==> src/hdl/bcl_pkg.sv <==
package bcl_pkg;

  typedef enum logic [1:0] {
    OP_PRESS   = 2'd0,
    OP_RELEASE = 2'd1,
    OP_POLL    = 2'd2,
    OP_CLEAR   = 2'd3
  } op_t;

  typedef enum logic [1:0] {
    PH_IDLE     = 2'd0,
    PH_ASSERTED = 2'd1,
    PH_GAP      = 2'd2
  } phase_t;

  typedef enum logic [1:0] {
    REG_MIN_ASSERT_POLLS  = 2'd0,
    REG_MIN_ASSERT_MS     = 2'd1,
    REG_MIN_RELEASE_POLLS = 2'd2,
    REG_MIN_RELEASE_MS    = 2'd3
  } reg_t;

  localparam int unsigned CFG_DATA_W = 16;
  localparam logic [7:0] COUNT_MAX = 8'd255;

  typedef struct packed {
    logic [7:0]  min_assert_polls;
    logic [15:0] min_assert_ms;
    logic [7:0]  min_release_polls;
    logic [15:0] min_release_ms;
  } cfg_t;

  typedef struct packed {
    logic go;
    op_t  op;
  } cmd_t;

endpackage

==> src/hdl/bcl_slot.sv <==
module bcl_slot (
  input  logic            clk,
  input  logic            rst,
  input  bcl_pkg::cmd_t   cmd,
  input  logic            hit,
  input  logic [31:0]     now_ms,
  input  bcl_pkg::cfg_t   cfg,
  output logic            asserted
);

  bcl_pkg::phase_t phase, phase_next;
  logic [7:0]      poll_count, poll_count_next;
  logic [31:0]     phase_start, phase_start_next;
  logic            click_pending, click_pending_next;
  logic            follow_up_queued, follow_up_queued_next;
  logic            held_down, held_down_next;

  bcl_pkg::phase_t ph1;
  logic [7:0]      cnt1, cnt2;
  logic [31:0]     start1, elapsed;
  logic            pend1, idle_start;

  always_comb begin
    idle_start = (phase == bcl_pkg::PH_IDLE) && (click_pending || held_down);
    ph1    = idle_start ? bcl_pkg::PH_ASSERTED : phase;
    cnt1   = idle_start ? 8'd0 : poll_count;
    start1 = idle_start ? now_ms : phase_start;
    pend1  = idle_start ? 1'b0 : click_pending;
    cnt2   = (cnt1 == bcl_pkg::COUNT_MAX) ? cnt1 : cnt1 + 8'd1;
    elapsed = now_ms - start1;
    asserted = (ph1 == bcl_pkg::PH_ASSERTED);

    phase_next            = phase;
    poll_count_next       = poll_count;
    phase_start_next      = phase_start;
    click_pending_next    = click_pending;
    follow_up_queued_next = follow_up_queued;
    held_down_next        = held_down;

    if (cmd.go) begin
      case (cmd.op)
        bcl_pkg::OP_PRESS: begin
          if (hit) begin
            held_down_next = 1'b1;
            if (phase != bcl_pkg::PH_ASSERTED && phase != bcl_pkg::PH_GAP &&
                !click_pending) begin
              click_pending_next = 1'b1;
            end else begin
              follow_up_queued_next = 1'b1;
            end
          end
        end
        bcl_pkg::OP_RELEASE: begin
          if (hit) begin
            held_down_next = 1'b0;
          end
        end
        bcl_pkg::OP_POLL: begin
          phase_next         = ph1;
          poll_count_next    = cnt1;
          phase_start_next   = start1;
          click_pending_next = pend1;
          if (ph1 == bcl_pkg::PH_ASSERTED) begin
            poll_count_next = cnt2;
            if (!held_down && cnt2 >= cfg.min_assert_polls &&
                elapsed >= {16'd0, cfg.min_assert_ms}) begin
              phase_next       = bcl_pkg::PH_GAP;
              poll_count_next  = 8'd0;
              phase_start_next = now_ms;
            end
          end else if (ph1 == bcl_pkg::PH_GAP) begin
            poll_count_next = cnt2;
            if (cnt2 >= cfg.min_release_polls &&
                elapsed >= {16'd0, cfg.min_release_ms}) begin
              phase_next = bcl_pkg::PH_IDLE;
              if (follow_up_queued) begin
                follow_up_queued_next = 1'b0;
                click_pending_next    = 1'b1;
              end
            end
          end
        end
        bcl_pkg::OP_CLEAR: begin
          phase_next            = bcl_pkg::PH_IDLE;
          poll_count_next       = 8'd0;
          phase_start_next      = 32'd0;
          click_pending_next    = 1'b0;
          follow_up_queued_next = 1'b0;
          held_down_next        = 1'b0;
        end
        default: begin
        end
      endcase
    end
  end

  always_ff @(posedge clk) begin
    if (rst) begin
      phase            <= bcl_pkg::PH_IDLE;
      poll_count       <= 8'd0;
      phase_start      <= 32'd0;
      click_pending    <= 1'b0;
      follow_up_queued <= 1'b0;
      held_down        <= 1'b0;
    end else begin
      phase            <= phase_next;
      poll_count       <= poll_count_next;
      phase_start      <= phase_start_next;
      click_pending    <= click_pending_next;
      follow_up_queued <= follow_up_queued_next;
      held_down        <= held_down_next;
    end
  end

endmodule

==> src/hdl/button_click_latch.sv <==
// Click latch for up to eight buttons. Press and release items mark a button
// held and queue clicks; each poll item (carrying the millisecond time) steps
// every button through idle, asserted and release gap and returns one item:
// the mask of asserted buttons. Press, release and clear return nothing.
// Items are taken one per cycle while in_stall is low; each passes an input
// register, then a parallel per-button update into the result register, from
// which a poll result is presented. in_stall rises only while a poll waits
// behind an unread, stalled result. Button indices at or above BUTTONS are
// ignored.
module button_click_latch #(
  parameter int BUTTONS = 8
) (
  input  logic                            clk,
  input  logic                            rst,
  input  logic                            in_valid,
  output logic                            in_stall,
  input  logic [1:0]                      opcode,
  input  logic [3:0]                      button_index,
  input  logic [31:0]                     now_ms,
  output logic                            out_valid,
  input  logic                            out_stall,
  output logic [7:0]                      asserted_mask,
  input  logic                            cfg_write,
  input  logic [1:0]                      cfg_index,
  input  logic [bcl_pkg::CFG_DATA_W-1:0]  cfg_data
);

  bcl_pkg::cfg_t cfg;

  logic            s1_valid;
  bcl_pkg::op_t    s1_op;
  logic [3:0]      s1_idx;
  logic [31:0]     s1_now;
  logic            s1_advance;
  bcl_pkg::cmd_t   cmd;
  logic [BUTTONS-1:0] slot_bits;
  logic [7:0]      mask_next;

  always_ff @(posedge clk) begin
    if (rst) begin
      cfg.min_assert_polls  <= 8'd2;
      cfg.min_assert_ms     <= 16'd30;
      cfg.min_release_polls <= 8'd2;
      cfg.min_release_ms    <= 16'd30;
    end else if (cfg_write) begin
      case (bcl_pkg::reg_t'(cfg_index))
        bcl_pkg::REG_MIN_ASSERT_POLLS:  cfg.min_assert_polls  <= cfg_data[7:0];
        bcl_pkg::REG_MIN_ASSERT_MS:     cfg.min_assert_ms     <= cfg_data;
        bcl_pkg::REG_MIN_RELEASE_POLLS: cfg.min_release_polls <= cfg_data[7:0];
        bcl_pkg::REG_MIN_RELEASE_MS:    cfg.min_release_ms    <= cfg_data;
        default: begin
        end
      endcase
    end
  end

  assign s1_advance = s1_valid &&
                      (s1_op != bcl_pkg::OP_POLL || !out_valid || !out_stall);
  assign in_stall   = s1_valid && !s1_advance;

  always_ff @(posedge clk) begin
    if (rst) begin
      s1_valid <= 1'b0;
    end else if (!in_stall) begin
      s1_valid <= in_valid;
    end
  end

  always_ff @(posedge clk) begin
    if (!in_stall && in_valid) begin
      s1_op  <= bcl_pkg::op_t'(opcode);
      s1_idx <= button_index;
      s1_now <= now_ms;
    end
  end

  assign cmd.go = s1_advance;
  assign cmd.op = s1_op;

  for (genvar i = 0; i < BUTTONS; i++) begin : g_slot
    bcl_slot u_slot (
      .clk      (clk),
      .rst      (rst),
      .cmd      (cmd),
      .hit      (s1_idx == 4'(i)),
      .now_ms   (s1_now),
      .cfg      (cfg),
      .asserted (slot_bits[i])
    );
  end

  always_comb begin
    mask_next = 8'd0;
    mask_next[BUTTONS-1:0] = slot_bits;
  end

  always_ff @(posedge clk) begin
    if (rst) begin
      out_valid <= 1'b0;
    end else if (s1_advance && s1_op == bcl_pkg::OP_POLL) begin
      out_valid <= 1'b1;
    end else if (!out_stall) begin
      out_valid <= 1'b0;
    end
  end

  always_ff @(posedge clk) begin
    if (s1_advance && s1_op == bcl_pkg::OP_POLL) begin
      asserted_mask <= mask_next;
    end
  end

  a_stall_cause: assert property (@(posedge clk) disable iff (rst)
    in_stall |-> out_valid && out_stall && s1_op == bcl_pkg::OP_POLL)
    else $error("input stalled without a blocked poll result");

  a_nonpoll_flows: assert property (@(posedge clk) disable iff (rst)
    s1_valid && s1_op != bcl_pkg::OP_POLL |-> !in_stall)
    else $error("non-poll item held in input register");

  a_poll_result: assert property (@(posedge clk) disable iff (rst)
    s1_advance && s1_op == bcl_pkg::OP_POLL |=> out_valid)
    else $error("poll item produced no result");

  a_mask_range: assert property (@(posedge clk) disable iff (rst)
    out_valid |-> (asserted_mask >> BUTTONS) == 8'd0)
    else $error("mask bit set beyond button count");

endmodule
==> config.mk <==
export PLATFORM = sky130hd
export DESIGN_NAME = button_click_latch
export DESIGN_NICKNAME = d
export VERILOG_FILES = /design/src/hdl/bcl_pkg.sv /design/src/hdl/bcl_slot.sv /design/src/hdl/button_click_latch.sv
export SDC_FILE = /design/constraint.sdc
export NUM_CORES = 2
export LEC_CHECK = 0
export BUFFER_PORTS_ARGS = -buffer_cell sky130_fd_sc_hd__buf_4
export CORE_MARGIN = 2
export CORE_UTILIZATION = 65
export DETAILED_ROUTE_END_ITERATION = 10
export PLACE_DENSITY = 0.82
export SYNTH_ARGS = -nofsm -noshare
export SYNTH_HDL_FRONTEND = slang
export SYNTH_SLANG_ARGS = --single-unit
==> constraint.sdc <==
create_clock -name clk -period 7.7 [get_ports clk]
set_input_delay 0.77 -clock clk [delete_from_list [all_inputs] [get_ports clk]]
set_output_delay 0.77 -clock clk [all_outputs]
set_load 0.05 [all_outputs]
==> impl_metrics.json <==
{
  "status": "finished, final reports clean",
  "drt_iter0_markers": 5242,
  "hold_path_class": "in2reg",
  "hold_start": "now_ms[13]",
  "seq_power_share_pct": 31.3,
  "start_kind": "flop",
  "drv_slew": 0,
  "htree_num_levels": 2,
  "synth_flop_cell": "dfxtp_1",
  "crit_fanout": 33,
  "core-area_um2": 68470,
  "intPower_mw": 5.104,
  "wl_per_cell_um": 24.23,
  "synthCells": 5555,
  "setup.worst_path.start": "g_slot[2].u_slot.phase[0]$_SDFFE_PP0P_",
  "post-route-drc-count": 0,
  "num_rows": 96,
  "antenna_found_initial": 3,
  "clockPowerShare_pct": 35.6,
  "rsz0062_at_grt": "false",
  "worstSetupEndpointType": "flop",
  "clk_pin_slew_ps": 70,
  "comb_power_share_pct": 33.1,
  "worst-setup-path-type": "reg2reg",
  "cts_hold_buf": 0,
  "start_util_pct": 65.47,
  "r2r-start": "g_slot[2].u_slot.phase[0]$_SDFFE_PP0P_",
  "fin_hold_ws_ps": 279.3,
  "arrival_ps": 7300,
  "synth_top_area_cell": "dfxtp_1",
  "synth_area_um2": 44820,
  "io_pins": 71,
  "cts-root-buf": "clkbuf_16",
  "hold_violations": 0,
  "fillers": 5627,
  "fin_crit_ps": 6760,
  "numClockSinks": 456,
  "cts_tree": "yes",
  "cts-resized-gates": 0,
  "globalplace.congestion": 1.028,
  "final_layout_size_suffix_gt1_share_pct": 6.993,
  "drv_cap": 0,
  "stdcell_area_um2": 48150,
  "grt_pass1_vias": 41540,
  "grt_pass1_wl_um": 239000,
  "fin_worst_skew_ps": 30.99,
  "synth_edf_count": 46,
  "grt_max_degree": 125,
  "fp.dieW_um": 266.6,
  "seq_area_frac_synth_pct": 21.39,
  "synthDominantCellAreaShare_pct": 18.31,
  "io_buffers": 70,
  "yosys_warnings": 0,
  "p_leak_nw": 19.81,
  "worstSkewPairLatency_ps": 670,
  "final_core_util_pct": 70.32,
  "power_mw": 7.990,
  "syn_avg_cell_area_um2": 8.069,
  "grt_usage_pct": 42.52,
  "numCtsBuffers": 54,
  "postCtsSetupBuffers": 0,
  "max-slew-margin-rel_pct": 16.10,
  "synth.area.top_cells": "dfxtp_1 18%, ha_1 18%, a21oi_1 5.5%",
  "fin_crit_sh_pct": 87.79,
  "via_count": 45230,
  "tightest_slew_ps": 1259,
  "ys_types": 92,
  "placed_cell_area_um2": 46200,
  "ir_worst_vdd_mv": 0.1779,
  "synthToLayoutAreaGrowth_pct": 7.420,
  "place_hpwl_um": 114300,
  "ant_nets": 0,
  "overflow": 0,
  "syn_nets": 6280,
  "die-area_um2": 71070,
  "powerDensity_nw_per_um2": 165.9,
  "nets": 6213,
  "timing.fmax_ghz": 0.1479,
  "switching_share_pct": 36.12,
  "setup_tns_ps": 0,
  "ys_async_sr_fraction_pct": 0,
  "die_y_um": 266.6,
  "dr.pass1.iters": 5,
  "routed_wl_um": 155500,
  "viasPerCell": 7.047,
  "setup_viol": 0,
  "required_ps": 8240,
  "synth_seq_cells": 456,
  "cts_buffer_depth": 3,
  "switching_power_mw": 2.886
}
[routing by layer]
metal	GRT usage [%]	up-vias	share of wire, %
met4	24.34	2	6.3
met5	0	-	0.0084
li1	-	20920	-
met1	56.02	21190	40
met2	63.77	2544	42
met3	9.669	575	12
[worst paths after layout]
check | end | cells past startpoint | slack (ps)
worst max register to register | g_slot[2].u_slot.phase_start[18]$_SDFFE_PP0P_ | 20 | 940
worst min-delay path | s1_now[13]$_DFFE_PP_ | 1 | 280
worst min register to register | cfg[19]$_SDFFE_PP0P_ | 2 | 450
worst max-delay path | g_slot[2].u_slot.phase_start[18]$_SDFFE_PP0P_ | 20 | 940
[cells in the final DEF, fill, tap and decap left out, types with 20 or more instances in the layout]
| cell | synthesis | layout |
|---|---|---|
| ha_1 | 656 | 656 |
| a21oi_1 | 492 | 487 |
| nand2_1 | 469 | 468 |
| dfxtp_1 | 410 | 410 |
| o21ai_0 | 380 | 375 |
| nor2_1 | 375 | 372 |
| a22o_1 | 233 | 233 |
| mux2i_1 | 232 | 232 |
| inv_1 | 191 | 191 |
| a21o_1 | 166 | 166 |
| buf_4 | 0 | 159 |
| nand3_1 | 137 | 137 |
| xnor2_1 | 117 | 117 |
| nand4_1 | 100 | 100 |
| nor3_1 | 100 | 100 |
| xor2_1 | 86 | 86 |
| o21a_1 | 86 | 83 |
| nand2b_1 | 78 | 78 |
| a211oi_1 | 77 | 77 |
| and3_1 | 57 | 57 |
| clkbuf_16 | 0 | 57 |
| o211ai_1 | 49 | 49 |
| edfxtp_1 | 46 | 46 |
| nor2b_1 | 44 | 44 |
| a31oi_1 | 44 | 43 |
| mux2_2 | 37 | 37 |
| o31ai_1 | 37 | 36 |
| or3_1 | 35 | 35 |
| nor4_1 | 32 | 31 |
| o21bai_1 | 29 | 29 |
| a31o_2 | 28 | 28 |
| a211o_1 | 27 | 27 |
| and2_1 | 27 | 26 |
| o2111ai_1 | 24 | 24 |
| a2111oi_0 | 21 | 20 |
[critical path, cell delays in order (launching register included)]
cell and delay, ps:
dfxtp_1 330, inv_1 100, ha_1 190, o21a_2 890
mux2i_1 320, fa_1 510, a21o_1 230, a221oi_1 710
o21ai_0 250, xor2_1 270, ha_1 280, o21a_1 110
o2111ai_1 170, a211oi_1 70, a2111oi_0 380, o21ai_0 200
nor4_1 550, a21oi_4 180, buf_4 380, mux2i_1 210
a22o_1 220
[power groups by stage]
| stage | registers (mW) | logic (mW) | clock network [mW] |
|---|---|---|---|
| CTS | 2.49 | 2.56 | 2.85 |
| detailed placement | 2.54 | 2.54 | 0 |
| floorplan | 2.52 | 1.86 | 0 |
| finish | 2.50 | 2.65 | 2.85 |
| global placement | 2.54 | 2.49 | 0 |
| global route | 2.50 | 2.89 | 2.94 |
[final cells by class]
cell class / count / area [um2] / share of cell area [%]
antenna: 3 / 7.507 / 0.01559
multi-input combinational: 4622 / 33540 / 69.67
tap: 882 / 1104 / 2.292
clock buffer: 71 / 1579 / 3.280
clock inverter: 31 / 365.4 / 0.7588
sequential: 456 / 9589 / 19.92
inverter: 193 / 724.4 / 1.505
timing repair buffer: 161 / 1234 / 2.562
[per-stage QoR]
| step | cells | worst slack (ps) |
|---|---|---|
| global placement | 6314 | 1334 |
| global route | 6416 | 579.8 |
| detailed placement | 6314 | 1166 |
| floorplan | 5555 | 2208 |
| CTS | 6416 | 1090 |
| finish | 6419 | 940.4 |
[cell families (layout without fill, tap and decap cells)]
group / after synthesis / count (layout) / share of synthesized area [%]
AO/OA/AOI/OAI: 1948 / 1948 / 29.37
AND/OR/NAND/NOR: 1538 / 1538 / 16.40
adder cells (fa/ha/maj): 664 / 664 / 18.67
buffers and inverters: 477 / 456 / 4.092
flip-flops: 456 / 456 / 21.39
multiplexers: 269 / 269 / 6.111
XOR/XNOR: 203 / 203 / 3.967
other: 0 / 3 / 0
[synthesized netlist by cell type, types with 117 or more instances]
master,n
xnor2_1,117
nor2_1,375
nand3_1,137
a21o_1,166
mux2i_1,232
a21oi_1,492
nand2_1,469
ha_1,656
dfxtp_1,410
o21ai_0,380
clkbuf_1,249
a22o_1,233
inv_1,191
[flip-flops by register name, summed over array words and instances (netlist names), 4 cells and up]
| name | flops |
|---|---|
| s1_now | 32 |
| g_slot.u_slot.phase | 16 |
| g_slot.u_slot.follow_up_queued | 8 |
| g_slot.u_slot.poll_count | 64 |
| cfg | 48 |
| s1_idx | 4 |
| g_slot.u_slot.held_down | 8 |
| g_slot.u_slot.click_pending | 8 |
| asserted_mask | 8 |
| g_slot.u_slot.phase_start | 256 |
Power figures use the tool's default switching activity.
